File: config.mk
export PLATFORM = sky130hd
export DESIGN_NAME = terminal_line_discipline
export DESIGN_NICKNAME = d
export VERILOG_FILES = /design/src/rtl/tld_pkg.sv /design/src/rtl/terminal_line_discipline.sv
export SDC_FILE = /design/constraint.sdc
export NUM_CORES = 1
export LEC_CHECK = 0
export BUFFER_PORTS_ARGS = -buffer_cell sky130_fd_sc_hd__buf_2
export CAP_MARGIN = 20
export CORE_MARGIN = 5
export CORE_UTILIZATION = 30
export CTS_BUF_LIST = sky130_fd_sc_hd__clkbuf_4 sky130_fd_sc_hd__clkbuf_8
export CTS_CLUSTER_SIZE = 8
export DETAILED_ROUTE_END_ITERATION = 10
export GPL_TIMING_DRIVEN = 0
export HOLD_SLACK_MARGIN = 0.12
export MAX_ROUTING_LAYER = met4
export PLACE_DENSITY_LB_ADDON = 0.1
export SLEW_MARGIN = 0
export SYNTH_ARGS = -nofsm -noshare
export SYNTH_HDL_FRONTEND = slang
export SYNTH_SLANG_ARGS = --single-unit
export TNS_END_PERCENT = 10
File: constraint.sdc
create_clock -name clk_i -period 13.6 [get_ports clk_i]
set_input_delay 2.04 -clock clk_i [delete_from_list [all_inputs] [get_ports clk_i]]
set_output_delay 2.04 -clock clk_i [all_outputs]
set_load 0.01 [all_outputs]
File: src/rtl/tld_pkg.sv
package tld_pkg;

  localparam int unsigned LINE_MAX_DEF = 64;

  localparam logic [7:0] B_NUL   = 8'd0;
  localparam logic [7:0] B_ETX   = 8'd3;
  localparam logic [7:0] B_EOT   = 8'd4;
  localparam logic [7:0] B_BS    = 8'd8;
  localparam logic [7:0] B_LF    = 8'd10;
  localparam logic [7:0] B_CR    = 8'd13;
  localparam logic [7:0] B_NAK   = 8'd21;
  localparam logic [7:0] B_ETB   = 8'd23;
  localparam logic [7:0] B_SPACE = 8'd32;
  localparam logic [7:0] B_DEL   = 8'd127;
  localparam logic [7:0] B_SE    = 8'd240;
  localparam logic [7:0] B_SB    = 8'd250;
  localparam logic [7:0] B_WILL  = 8'd251;
  localparam logic [7:0] B_WONT  = 8'd252;
  localparam logic [7:0] B_DO    = 8'd253;
  localparam logic [7:0] B_DONT  = 8'd254;
  localparam logic [7:0] B_IAC   = 8'd255;

  typedef enum logic [2:0] {
    EK_NONE = 3'd0,
    EK_BYTE = 3'd1,
    EK_RUB  = 3'd2,
    EK_CRLF = 3'd3,
    EK_INTR = 3'd4,
    EK_DONT = 3'd5,
    EK_WONT = 3'd6
  } echo_kind_e;

  typedef enum logic [1:0] {
    EV_NONE     = 2'd0,
    EV_READABLE = 2'd1,
    EV_EOF      = 2'd2,
    EV_INTR     = 2'd3
  } event_e;

  typedef struct packed {
    logic       req_type;
    logic [7:0] data_byte;
    logic       arm;
  } tld_in_t;

  typedef struct packed {
    logic       queue_valid;
    logic [7:0] queue_byte;
    echo_kind_e echo_kind;
    logic [7:0] echo_byte;
    event_e     event_res;
    logic       fired_status;
    logic       last;
  } tld_out_t;

endpackage

File: src/rtl/terminal_line_discipline.sv
// sequencing: an accepted request is registered, then decoded in S_DEC; a line delivery reads the
// line store and registers each byte in turn, and a word erase reads and checks each byte in turn
// before its erase is registered; output stalls hold every state that writes a result
// flow: the input stalls from acceptance until the final result is registered, so a new request
// is not taken before the last one is through
// reset: control state, line length and interrupt flags clear at once; line store not cleared
module terminal_line_discipline #(
  parameter int unsigned LINE_MAX = tld_pkg::LINE_MAX_DEF
) (
  input  logic               clk_i,
  input  logic               rst_ni,
  input  logic               in_valid_i,
  output logic               in_stall_o,
  input  tld_pkg::tld_in_t   in_data_i,
  output logic               out_valid_o,
  input  logic               out_stall_i,
  output tld_pkg::tld_out_t  out_data_o,
  input  logic               cfg_we_i,
  input  logic               cfg_wdata_i
);
  import tld_pkg::*;

  localparam int unsigned LW = $clog2(LINE_MAX);

  localparam logic [2:0] S_IDLE    = 3'd0;
  localparam logic [2:0] S_DEC     = 3'd1;
  localparam logic [2:0] S_DLV_RD  = 3'd2;
  localparam logic [2:0] S_DLV_OUT = 3'd3;
  localparam logic [2:0] S_NL      = 3'd4;
  localparam logic [2:0] S_RUBALL  = 3'd5;
  localparam logic [2:0] S_W_RD    = 3'd6;
  localparam logic [2:0] S_W_CHK   = 3'd7;

  localparam logic [2:0] TS_DATA  = 3'd0;
  localparam logic [2:0] TS_IAC   = 3'd1;
  localparam logic [2:0] TS_OPT   = 3'd2;
  localparam logic [2:0] TS_SB    = 3'd3;
  localparam logic [2:0] TS_SBIAC = 3'd4;

  logic [2:0]    state_q, state_d;
  logic [2:0]    ts_q, ts_d;
  logic [7:0]    verb_q, verb_d;
  logic [LW-1:0] len_q, len_d;
  logic [LW-1:0] idx_q, idx_d;
  logic          armed_q, armed_d;
  logic          fired_q, fired_d;
  logic          raw_q;
  logic          nl_q, nl_d;
  logic          ctrlc_q, ctrlc_d;
  logic          phase_q, phase_d;
  logic          pend_q, pend_d;
  tld_in_t       item_q;
  logic          out_valid_q;
  tld_out_t      out_q;

  logic [7:0]    mem [LINE_MAX];
  logic [7:0]    rdata_q;
  logic          wr_en, rd_en;
  logic [LW-1:0] wr_addr, rd_addr;
  logic [7:0]    wr_data;

  logic          out_free, emit, data_go, rub;
  tld_out_t      res;
  logic [7:0]    c;

  assign out_free    = !out_valid_q || !out_stall_i;
  assign in_stall_o  = (state_q != S_IDLE);
  assign out_valid_o = out_valid_q;
  assign out_data_o  = out_q;
  assign c           = item_q.data_byte;

  always_comb begin
    state_d = state_q;
    ts_d    = ts_q;
    verb_d  = verb_q;
    len_d   = len_q;
    idx_d   = idx_q;
    armed_d = armed_q;
    fired_d = fired_q;
    nl_d    = nl_q;
    ctrlc_d = ctrlc_q;
    phase_d = phase_q;
    pend_d  = pend_q;
    emit    = 1'b0;
    res     = '0;
    data_go = 1'b0;
    rub     = 1'b0;
    wr_en   = 1'b0;
    wr_addr = len_q;
    wr_data = c;
    rd_en   = 1'b0;
    rd_addr = idx_q;
    unique case (state_q)
      S_IDLE: begin
        if (in_valid_i) begin
          state_d = S_DEC;
        end
      end
      S_DEC: begin
        if (out_free) begin
          emit     = 1'b1;
          res.last = 1'b1;
          state_d  = S_IDLE;
          if (item_q.req_type) begin
            if (item_q.arm) begin
              armed_d = 1'b1;
              fired_d = 1'b0;
            end else begin
              res.fired_status = fired_q;
              armed_d = 1'b0;
              fired_d = 1'b0;
            end
          end else begin
            case (ts_q)
              TS_IAC: begin
                if (c == B_IAC) begin
                  ts_d    = TS_DATA;
                  data_go = 1'b1;
                end else if (c == B_WILL || c == B_WONT || c == B_DO || c == B_DONT) begin
                  verb_d = c;
                  ts_d   = TS_OPT;
                end else if (c == B_SB) begin
                  ts_d = TS_SB;
                end else begin
                  ts_d = TS_DATA;
                end
              end
              TS_OPT: begin
                if (verb_q == B_WILL) begin
                  res.echo_kind = EK_DONT;
                  res.echo_byte = c;
                end else if (verb_q == B_DO) begin
                  res.echo_kind = EK_WONT;
                  res.echo_byte = c;
                end
                ts_d = TS_DATA;
              end
              TS_SB: begin
                if (c == B_IAC) begin
                  ts_d = TS_SBIAC;
                end
              end
              TS_SBIAC: begin
                ts_d = (c == B_SE) ? TS_DATA : TS_SB;
              end
              default: begin
                if (c == B_IAC) begin
                  ts_d = TS_IAC;
                end else begin
                  data_go = 1'b1;
                end
              end
            endcase
            if (data_go) begin
              if (c == B_ETX && armed_q) begin
                armed_d       = 1'b0;
                fired_d       = 1'b1;
                len_d         = '0;
                res.echo_kind = EK_INTR;
                res.event_res = EV_INTR;
              end else if (raw_q) begin
                res.queue_valid = 1'b1;
                res.queue_byte  = c;
                res.event_res   = EV_READABLE;
              end else begin
                case (c) inside
                  B_CR, B_LF: begin
                    if (len_q == '0) begin
                      res.queue_valid = 1'b1;
                      res.queue_byte  = B_LF;
                      res.echo_kind   = EK_CRLF;
                      res.event_res   = EV_READABLE;
                    end else begin
                      emit    = 1'b0;
                      nl_d    = 1'b1;
                      idx_d   = '0;
                      state_d = S_DLV_RD;
                    end
                  end
                  B_NUL: begin
                  end
                  B_ETX: begin
                    if (len_q == '0) begin
                      res.echo_kind = EK_INTR;
                    end else begin
                      emit    = 1'b0;
                      ctrlc_d = 1'b1;
                      state_d = S_RUBALL;
                    end
                  end
                  B_EOT: begin
                    if (len_q == '0) begin
                      res.event_res = EV_EOF;
                    end else begin
                      emit    = 1'b0;
                      nl_d    = 1'b0;
                      idx_d   = '0;
                      state_d = S_DLV_RD;
                    end
                  end
                  B_BS, B_DEL: begin
                    if (len_q != '0) begin
                      len_d         = len_q - 1'b1;
                      res.echo_kind = EK_RUB;
                    end
                  end
                  B_NAK: begin
                    if (len_q != '0) begin
                      emit    = 1'b0;
                      ctrlc_d = 1'b0;
                      state_d = S_RUBALL;
                    end
                  end
                  B_ETB: begin
                    emit    = 1'b0;
                    phase_d = 1'b0;
                    pend_d  = 1'b0;
                    state_d = S_W_RD;
                  end
                  default: begin
                    if (c >= B_SPACE && len_q < LW'(LINE_MAX - 1)) begin
                      wr_en         = 1'b1;
                      len_d         = len_q + 1'b1;
                      res.echo_kind = EK_BYTE;
                      res.echo_byte = c;
                    end
                  end
                endcase
              end
            end
          end
        end
      end
      S_DLV_RD: begin
        rd_en   = 1'b1;
        rd_addr = idx_q;
        state_d = S_DLV_OUT;
      end
      S_DLV_OUT: begin
        if (out_free) begin
          emit            = 1'b1;
          res.queue_valid = 1'b1;
          res.queue_byte  = rdata_q;
          rd_en           = 1'b1;
          rd_addr         = LW'(idx_q + 1'b1);
          idx_d           = LW'(idx_q + 1'b1);
          if (LW'(idx_q + 1'b1) == len_q) begin
            if (nl_q) begin
              state_d = S_NL;
            end else begin
              res.event_res = EV_READABLE;
              res.last      = 1'b1;
              len_d         = '0;
              state_d       = S_IDLE;
            end
          end
        end
      end
      S_NL: begin
        if (out_free) begin
          emit            = 1'b1;
          res.queue_valid = 1'b1;
          res.queue_byte  = B_LF;
          res.echo_kind   = EK_CRLF;
          res.event_res   = EV_READABLE;
          res.last        = 1'b1;
          len_d           = '0;
          state_d         = S_IDLE;
        end
      end
      S_RUBALL: begin
        if (out_free) begin
          emit = 1'b1;
          if (len_q != '0) begin
            res.echo_kind = EK_RUB;
            len_d         = len_q - 1'b1;
            if (len_q == LW'(1) && !ctrlc_q) begin
              res.last = 1'b1;
              state_d  = S_IDLE;
            end
          end else begin
            res.echo_kind = ctrlc_q ? EK_INTR : EK_NONE;
            res.last      = 1'b1;
            state_d       = S_IDLE;
          end
        end
      end
      S_W_RD: begin
        rd_en   = 1'b1;
        rd_addr = len_q - 1'b1;
        state_d = S_W_CHK;
      end
      S_W_CHK: begin
        if (out_free) begin
          rub = (len_q != '0) && (!phase_q || rdata_q != B_SPACE);
          res.echo_kind = pend_q ? EK_RUB : EK_NONE;
          if (rub) begin
            // the previous erase is not the final result
            emit    = pend_q;
            pend_d  = 1'b1;
            phase_d = phase_q || (rdata_q != B_SPACE);
            len_d   = len_q - 1'b1;
            state_d = S_W_RD;
          end else begin
            emit     = 1'b1;
            res.last = 1'b1;
            pend_d   = 1'b0;
            state_d  = S_IDLE;
          end
        end
      end
      default: begin
        state_d = S_IDLE;
      end
    endcase
  end

  always_ff @(posedge clk_i) begin
    if (wr_en) begin
      mem[wr_addr] <= wr_data;
    end
    if (rd_en) begin
      rdata_q <= mem[rd_addr];
    end
  end

  always_ff @(posedge clk_i) begin
    if (in_valid_i && !in_stall_o) begin
      item_q <= in_data_i;
    end
    if (emit) begin
      out_q <= res;
    end
  end

  always_ff @(posedge clk_i or negedge rst_ni) begin
    if (!rst_ni) begin
      state_q     <= S_IDLE;
      ts_q        <= TS_DATA;
      verb_q      <= '0;
      len_q       <= '0;
      idx_q       <= '0;
      armed_q     <= 1'b0;
      fired_q     <= 1'b0;
      raw_q       <= 1'b0;
      nl_q        <= 1'b0;
      ctrlc_q     <= 1'b0;
      phase_q     <= 1'b0;
      pend_q      <= 1'b0;
      out_valid_q <= 1'b0;
    end else begin
      state_q <= state_d;
      ts_q    <= ts_d;
      verb_q  <= verb_d;
      idx_q   <= idx_d;
      armed_q <= armed_d;
      fired_q <= fired_d;
      nl_q    <= nl_d;
      ctrlc_q <= ctrlc_d;
      phase_q <= phase_d;
      pend_q  <= pend_d;
      if (cfg_we_i) begin
        raw_q <= cfg_wdata_i;
        len_q <= '0;
      end else begin
        len_q <= len_d;
      end
      if (emit) begin
        out_valid_q <= 1'b1;
      end else if (!out_stall_i) begin
        out_valid_q <= 1'b0;
      end
    end
  end

`ifndef SYNTHESIS
  assert property (@(posedge clk_i) disable iff (!rst_ni)
    in_valid_i && !in_stall_o |=> in_stall_o)
    else $error("transaction accepted while a previous one is still in progress");

  assert property (@(posedge clk_i) disable iff (!rst_ni)
    emit && res.last |=> state_q == S_IDLE)
    else $error("sequencer did not return to idle after the final result");

  assert property (@(posedge clk_i) disable iff (!rst_ni)
    state_q == S_DLV_OUT |-> len_q != '0)
    else $error("line delivery running on an empty line");

  assert property (@(posedge clk_i) disable iff (!rst_ni)
    pend_q |-> (state_q == S_W_RD || state_q == S_W_CHK))
    else $error("held word-erase result outside word erase");

  assert property (@(posedge clk_i) disable iff (!rst_ni)
    emit |-> out_free)
    else $error("result written while the output register is occupied");
`endif

endmodule

After elaboration in Yosys (flattened, before gate mapping)

Memories as Yosys holds them, arrays and structs flattened. A register that Yosys moved wholly into a read port is not among the register bits.
Index checks and enable logic that the tools add are counted.

Flip-flop bits (word level): 68
Bits in writable memories: 512
Input port bits: 16
Output and inout port bits: 26
Logic and storage cells: 379
Memories: 1

Add/subtract/negate cells: 3
$lt $le $gt $ge: 2
Eq/ne operators: 81
Multiplexer cells: 214
Bitwise logic cells: 8
Reduce and logical (&&, ||, !) cells: 47

Memories:

| memory | depth | bits a word | rd ports | clocked after memory_dff | write ports | RTL line                       | text |
|---|---|---|---|---|---|---|---|
| mem    | 64    | 8           | 1        | 1                        | 1           | terminal_line_discipline.sv:56 | `logic [7:0] mem [LINE_MAX];` |

Operators with widths:

| operator                                                                | count |
|---|---|
| 6-bit two-way mux                                                       | 33 |
| 3-bit two-way mux                                                       | 39 |
| 1-bit two-way mux                                                       | 89 |
| 11-bit two-way mux                                                      | 8 |
| 8-bit == test, second input constant                                    | 9 |
| 8-bit two-way mux                                                       | 8 |
| 2-bit inequality test, second input constant                            | 24 |
| 22-bit two-way mux                                                      | 2 |
| 9-bit two-way mux                                                       | 4 |
| 3-bit inequality test, second input constant                            | 11 |
| 6-bit case mux with 5 select lines                                      | 1 |
| 2-bit two-way mux                                                       | 14 |
| 9-bit case mux with 3 select lines                                      | 1 |
| 8-bit by 4-bit == test with 1-bit output, second input constant         | 3 |
| 12-bit two-way mux                                                      | 2 |
| 24-bit two-way mux                                                      | 1 |
| 3-bit case mux with 4 select lines                                      | 2 |
| 3-bit case mux with 8 select lines                                      | 1 |
| 6-bit case mux with 2 select lines                                      | 2 |
| 4-bit inequality test, second input constant                            | 5 |
| 19-bit AND reduction                                                    | 1 |
| 8-bit by 5-bit == test with 1-bit output, second input constant         | 2 |
| 3-bit == test, second input constant                                    | 5 |
| 5-bit by 4-bit inequality test with 1-bit output, second input constant | 3 |
| 41 further kinds                                                        | 85 |

Longest topological paths before layout

Depth after elaboration: 21
Gate-level depth with buffers: 12
Depth with buffers taken out: 9

Worst setup path after synthesis

No wires, ideal clock.

Kind: flip-flop to flip-flop
Start: reg item_q (netlist bit c[1])
End: reg out_q (netlist bit out_data_o[0]), enable pin
Library setup time: 0.414 ns
Arrival time: 3.979 ns
Required time: 13.186 ns
Setup slack: 9.207 ns
Cell stages (with the launch flop): 8
Buffers on the path: 0
Clock period less this slack: 4.393 ns
Cell sequence: edfxtp_1 -> or3b_2 -> a211oi_4 -> and2_1 -> nor3_1 -> and3_1 -> o21a_1 -> o22ai_1

Word-level cells in the longest chain between the ends: 14
Elaborated cells between the ends (all ways): 32
Those cells by class: 9 x eq/ne; 19 x mux; 4 x reduce/logical

Ends and longest elaborated chain:

| element                                                   | RTL line                        | text |
|---|---|---|
| from (decl)                                               | terminal_line_discipline.sv:52  | `tld_in_t item_q;` |
| from (signal assigned)                                    | terminal_line_discipline.sv:329 | `item_q <= in_data_i;` |
| 8-bit by 5-bit == test with 1-bit output (no source line) | n/a                             |  |
| 1-bit two-way mux (7 in a row)                            | terminal_line_discipline.sv:166 | `case (c) inside` |
| 1-bit two-way mux                                         | terminal_line_discipline.sv:161 | `end else if (raw_q) begin` |
| 1-bit two-way mux                                         | terminal_line_discipline.sv:155 | `if (c == B_ETX && armed_q) begin` |
| 1-bit two-way mux (*)                                     | terminal_line_discipline.sv:154 | `if (data_go) begin` |
| 1-bit two-way mux (*)                                     | terminal_line_discipline.sv:104 | `if (item_q.req_type) begin` |
| 1-bit two-way mux (*)                                     | terminal_line_discipline.sv:100 | `if (out_free) begin` |
| 1-bit case mux with 3 select lines (*)                    | terminal_line_discipline.sv:93  | `unique case (state_q)` |
| via emit                                                  | terminal_line_discipline.sv:62  | `logic out_free, emit, data_go, rub;` |
| to (signal assigned)                                      | terminal_line_discipline.sv:332 | `out_q <= res;` |
| to (decl)                                                 | terminal_line_discipline.sv:54  | `tld_out_t out_q;` |

The timed path passes the listed nets; every way through them passes the cells marked *. The select of a mux whose other input is x is not followed.
A chain may end at the register's enable or synchronous reset.

Worst setup path after layout

Start: in out_stall_i
End: reg rdata_q[0] (read register of mem) (data pin)

Word-level cells in the longest chain between the ends: 4
Elaborated cells between the ends (all ways): 6
Those cells by class: 4 x mux; 2 x reduce/logical

Ends and longest elaborated chain:

| element                                                                                  | RTL line                       | text |
|---|---|---|
| from (decl)                                                                              | terminal_line_discipline.sv:16 | `input logic out_stall_i,` |
| 1-bit logical NOT (*)                                                                    | n/a                            |  |
| 1-bit logical OR (*)                                                                     | terminal_line_discipline.sv:66 | `assign out_free = !out_valid_q \|\| !out_stall_i;` |
| 6-bit two-way mux or 1-bit two-way mux (tied branches)                                   | n/a                            |  |
| 6-bit case mux with 2 select lines or 1-bit case mux with 2 select lines (tied branches) | terminal_line_discipline.sv:93 |  |
| to (decl)                                                                                | terminal_line_discipline.sv:57 | `logic [7:0] rdata_q;` |

Every way passes the cells marked *; elsewhere a longest branch is shown, timed or not.

==> flow_results.org <==
** Critical path
- CP Capture Type :: flop
- The critical path is of the input pin to flop type.
- Top fanout value on the critical path :: 10
- Startpoint Class :: input pin
- Data arrival time of the critical path :: 6.05 ns
- Worst path required time :: 14.02 ns

** Final layout
- Of the cells placed in the final design, the portion with a size suffix greater than 1 is 0.1522.
- Signed area change from the synthesized netlist to the final layout :: 17.62%
- Number of cells in the finished layout apart from fillers :: approximately 3.5k
- Layout Nets :: 2248
- Utilization of the core after routing :: 0.3554
- After routing the design area is 0.03084 mm2.

** Timing
- The final hold violation count came to 0.
- The total count of max-transition violations in the final report is 0.
- Dividing the final minimum period by the clock period gives 0.4143.
- The worst pin sits at a relative slew slack of 0.3408.
- Transition at the pin with the smallest max-transition slack :: approximately 0.99 ns
- After routing, the total negative slack on setup checks comes to 0 ns.
- Final clock skew :: approximately 0.046 ns
- Setup violations remaining at the end of the flow were counted as 0.
- Final Critical Period :: 5.634 ns
- Max Fclk :: around 0.18 GHz
- Setup repair after global routing left no endpoint under its margin.

** Synthesis
- Among all flip-flop cells after synthesis, the most frequent one is edfxtp_1.
- Count of unique library cells instantiated by Yosys :: 91
- Most frequent cell after synthesis :: edfxtp_1
- By area the synthesized netlist is led by edfxtp_1 63%, a211oi_1 5.5%, nand3_1 4.2%.
- Total of flip-flops plus latches after synthesis :: a little under 600
- Dominant cell type by area after synthesis :: edfxtp_1
- The synthesized design contains about 550 enable-type register cells.
- A synthesized cell averages 12.84 um2.
- Asr flop ratio synth :: 0.05782
- The commonest cells after synthesis are 554 x edfxtp_1, 218 x nand3_1, 191 x a211oi_1, 160 x and3_1, 133 x o21ai_0.
- Gate count after technology mapping :: 2042
- Summing every instance area after synthesis gives 0.02622 mm2.
- Top-area cell type share of the netlist area :: 0.6346
- Sequential element share of the synthesized area :: 0.6670
- Net Count, Synth :: 2062
- For this run, the number of Yosys warnings is 0.

** Floorplan
- Initial standard-cell utilization of the core :: 0.3022
- The floorplan step defined a core boundary enclosing 0.08675 mm2.
- During I/O placement, the number of pins put on the boundary was 42.
- The floorplan step defined a die boundary enclosing 0.09340 mm2.
- Horiz. Die Dim :: about 310 um
- Number of core rows :: about 110
- Die boundary height :: ~310 um

** Placement
- Cell Area, Placed :: roughly 0.029 mm2
- Once placement completed, the tool counted placed cells totaling around 3.3k.
- The congestion estimate from routability-driven global placement came to slightly below 0.9.
- PortBufs :: 40
- After legalization and detailed placement, the total HPWL measured 68130 um.

** Routing
- The first detailed-routing pass ran for 5 iterations.
- After detailed routing, the average wire length per cell comes to approximately 27 um.
- Overall via count from detail_route :: 18.99k
- For this run, design rule violations remaining after detail routing come to 0.
- Once detail routing completed, the nets flagged for antenna violations numbered 0.
- DRC violation total after the first TritonRoute iteration :: 1685
- Dividing the detail-routed via count by the number of cells gives ~5.5.
- The routed design has about 94000 um of wire.

** CTS
- After clock tree synthesis, the repair step resized 0 gates.
- TritonCTS Sinks :: a little under 600
- Post-CTS setup buffers :: 0
- The clock tree synthesis step divided the H-tree into 3 levels.
- CTS root buffer :: clkbuf_8
- After clock tree synthesis, the clock-pin slew on the worst setup and hold paths is 0.06 ns.
- Clock buffer depth :: 3
- Clock tree from TritonCTS :: done
- Clock latency on the worst-skew pair :: 0.72 ns
- The number of hold buffers added after CTS was 0.
- CTS buffer count :: 104

** Power and ir drop
- Power consumption :: 5.353 mW
- Summed over all cells, the static leakage comes to ~10 nW.
- Peak supply drop :: 0.07460 mV
- Power density normalized to cell area :: ~170 mW/mm2

** Run
- Max-cap viol count :: 0

** Global route
- Entering global routing, the biggest net connects 35 pins.
- The first global-routing pass estimated roughly 130000 um of wire.
- Global route total overflow :: 0
- In the global route stage, overall resource usage came out at 0.1998.
- The via count of the first global-routing pass was approximately 19k.
- The number of antenna violations at the first check in global routing came to 4.

** Hold path
- Hold WC Path Type :: flop to flop

** Status
- Outcome :: complete, no violations
registers in the layout, summed over array words and instances (netlist names), 2 cells and up:
register	cells
out_data_o	24
rdata_q	8
item_q	2
mem	512
len_q	6
idx_q	6
ts_q	3
verb_q	8
c	8
state_q	3
report_power, final:
part | internal [mW] | switching (mW)
logic | 0.484 | 1.13
registers | 2.10 | 0.0430
clock network | 0.838 | 0.755
total | 3.43 | 1.93
worst max-delay path: stages:
cell,delay (ns)
buf_2,0.08
and2_1,0.22
buf_2,0.28
o211ai_2,0.28
buf_2,0.34
nand2_1,0.41
buf_2,0.36
clkbuf_1,0.48
a211oi_1,0.19
o211ai_1,0.29
o2111ai_1,0.37
nor4_1,0.67
cell usage in the layout (no fill, tap or decap), types with 5 or more instances in the layout:
cell	n
a211o_1	18
clkinv_2	12
nor2_1	101
buf_4	7
a21oi_1	29
nand3_1	218
or4_1	11
a211oi_1	191
and3_1	160
nor4_2	5
nor3_1	17
o211ai_1	77
or3_1	6
or2_2	6
mux2_2	8
xnor2_1	7
buf_1	10
buf_6	8
clkbuf_8	110
nand2_1	72
clkbuf_1	112
nand2b_1	7
and2_1	16
inv_1	14
o21ai_0	133
buf_16	32
edfxtp_1	554
nor4_1	13
clkinv_1	26
a22o_1	7
buf_2	85
o2111ai_1	8
a31oi_1	21
xor2_1	7
nand4_1	20
nor2b_1	7
clkbuf_4	33
o22ai_1	5
dfrtp_1	34
cell families (layout without fill, tap and decap cells):
family	after synthesis	count (layout)	synth area share
AOI/OAI and AO/OA	544	544	0.1475
muxes	10	10	0.004391
and+or+nand+nor	685	685	0.1415
xor gates and xnor gates	14	14	0.004677
DFF	588	588	0.6670
buffers and inverters	197	461	0.03303
adders and majority gates	4	4	0.001909
other	0	4	0
final cells by class:
cell class                      instances  area (um2)
Sequential cell                       588       17490
Multi-Input combinational cell       1257        7875
Buffer                                181       805.8
Inverter                               16       60.06
Clock inverter                         41       215.2
Clock buffer                          143        1762
Timing Repair Buffer                   80        1176
Antenna cell                            4       10.01
Tap cell                             1155        1445
Fill cell                            8604       55920
routing by layer:
layer | vias to the layer above | global-route usage | part of all wire
li1 | 8514 | - | -
met1 | 9670 | 0.2685 | 0.45
met2 | 640 | 0.3187 | 0.47
met3 | 165 | 0.02977 | 0.054
met4 | 0 | 0.05575 | 0.027
met5 | - | - | 0
worst paths after layout:
check | startpoint | endpoint | slack, ns | cells after the start
max in group asynchronous | rst_ni | idx_q[3]$_DFFE_PN0P_ | 11.52 | 1
hold reg to reg | verb_q[6]$_DFFE_PN0P_ | verb_q[6]$_DFFE_PN0P_ | 0.47 | 1
hold / removal | verb_q[6]$_DFFE_PN0P_ | verb_q[6]$_DFFE_PN0P_ | 0.47 | 1
setup / recovery | out_stall_i | rdata_q[0]$_DFFE_PP_ | 7.97 | 12
min in group asynchronous | rst_ni | ctrlc_q$_DFFE_PN0P_ | 1.46 | 1
setup reg to reg | c[4]$_DFFE_PP_ | mem[52][6]$_DFFE_PP_ | 8.86 | 8
stage by stage:
stage          worst slack, ns  hold WS [ns]
5_1_grt                  7.866        0.4841
4_1_cts                  7.991        0.4681
6_report                 7.966        0.4673
3_3_place_gp             6.143        0.4534
3_5_place_dp             7.187        0.4525
2_1_floorplan            9.207        0.4392
Note: power is estimated with default switching activity, not from simulation.
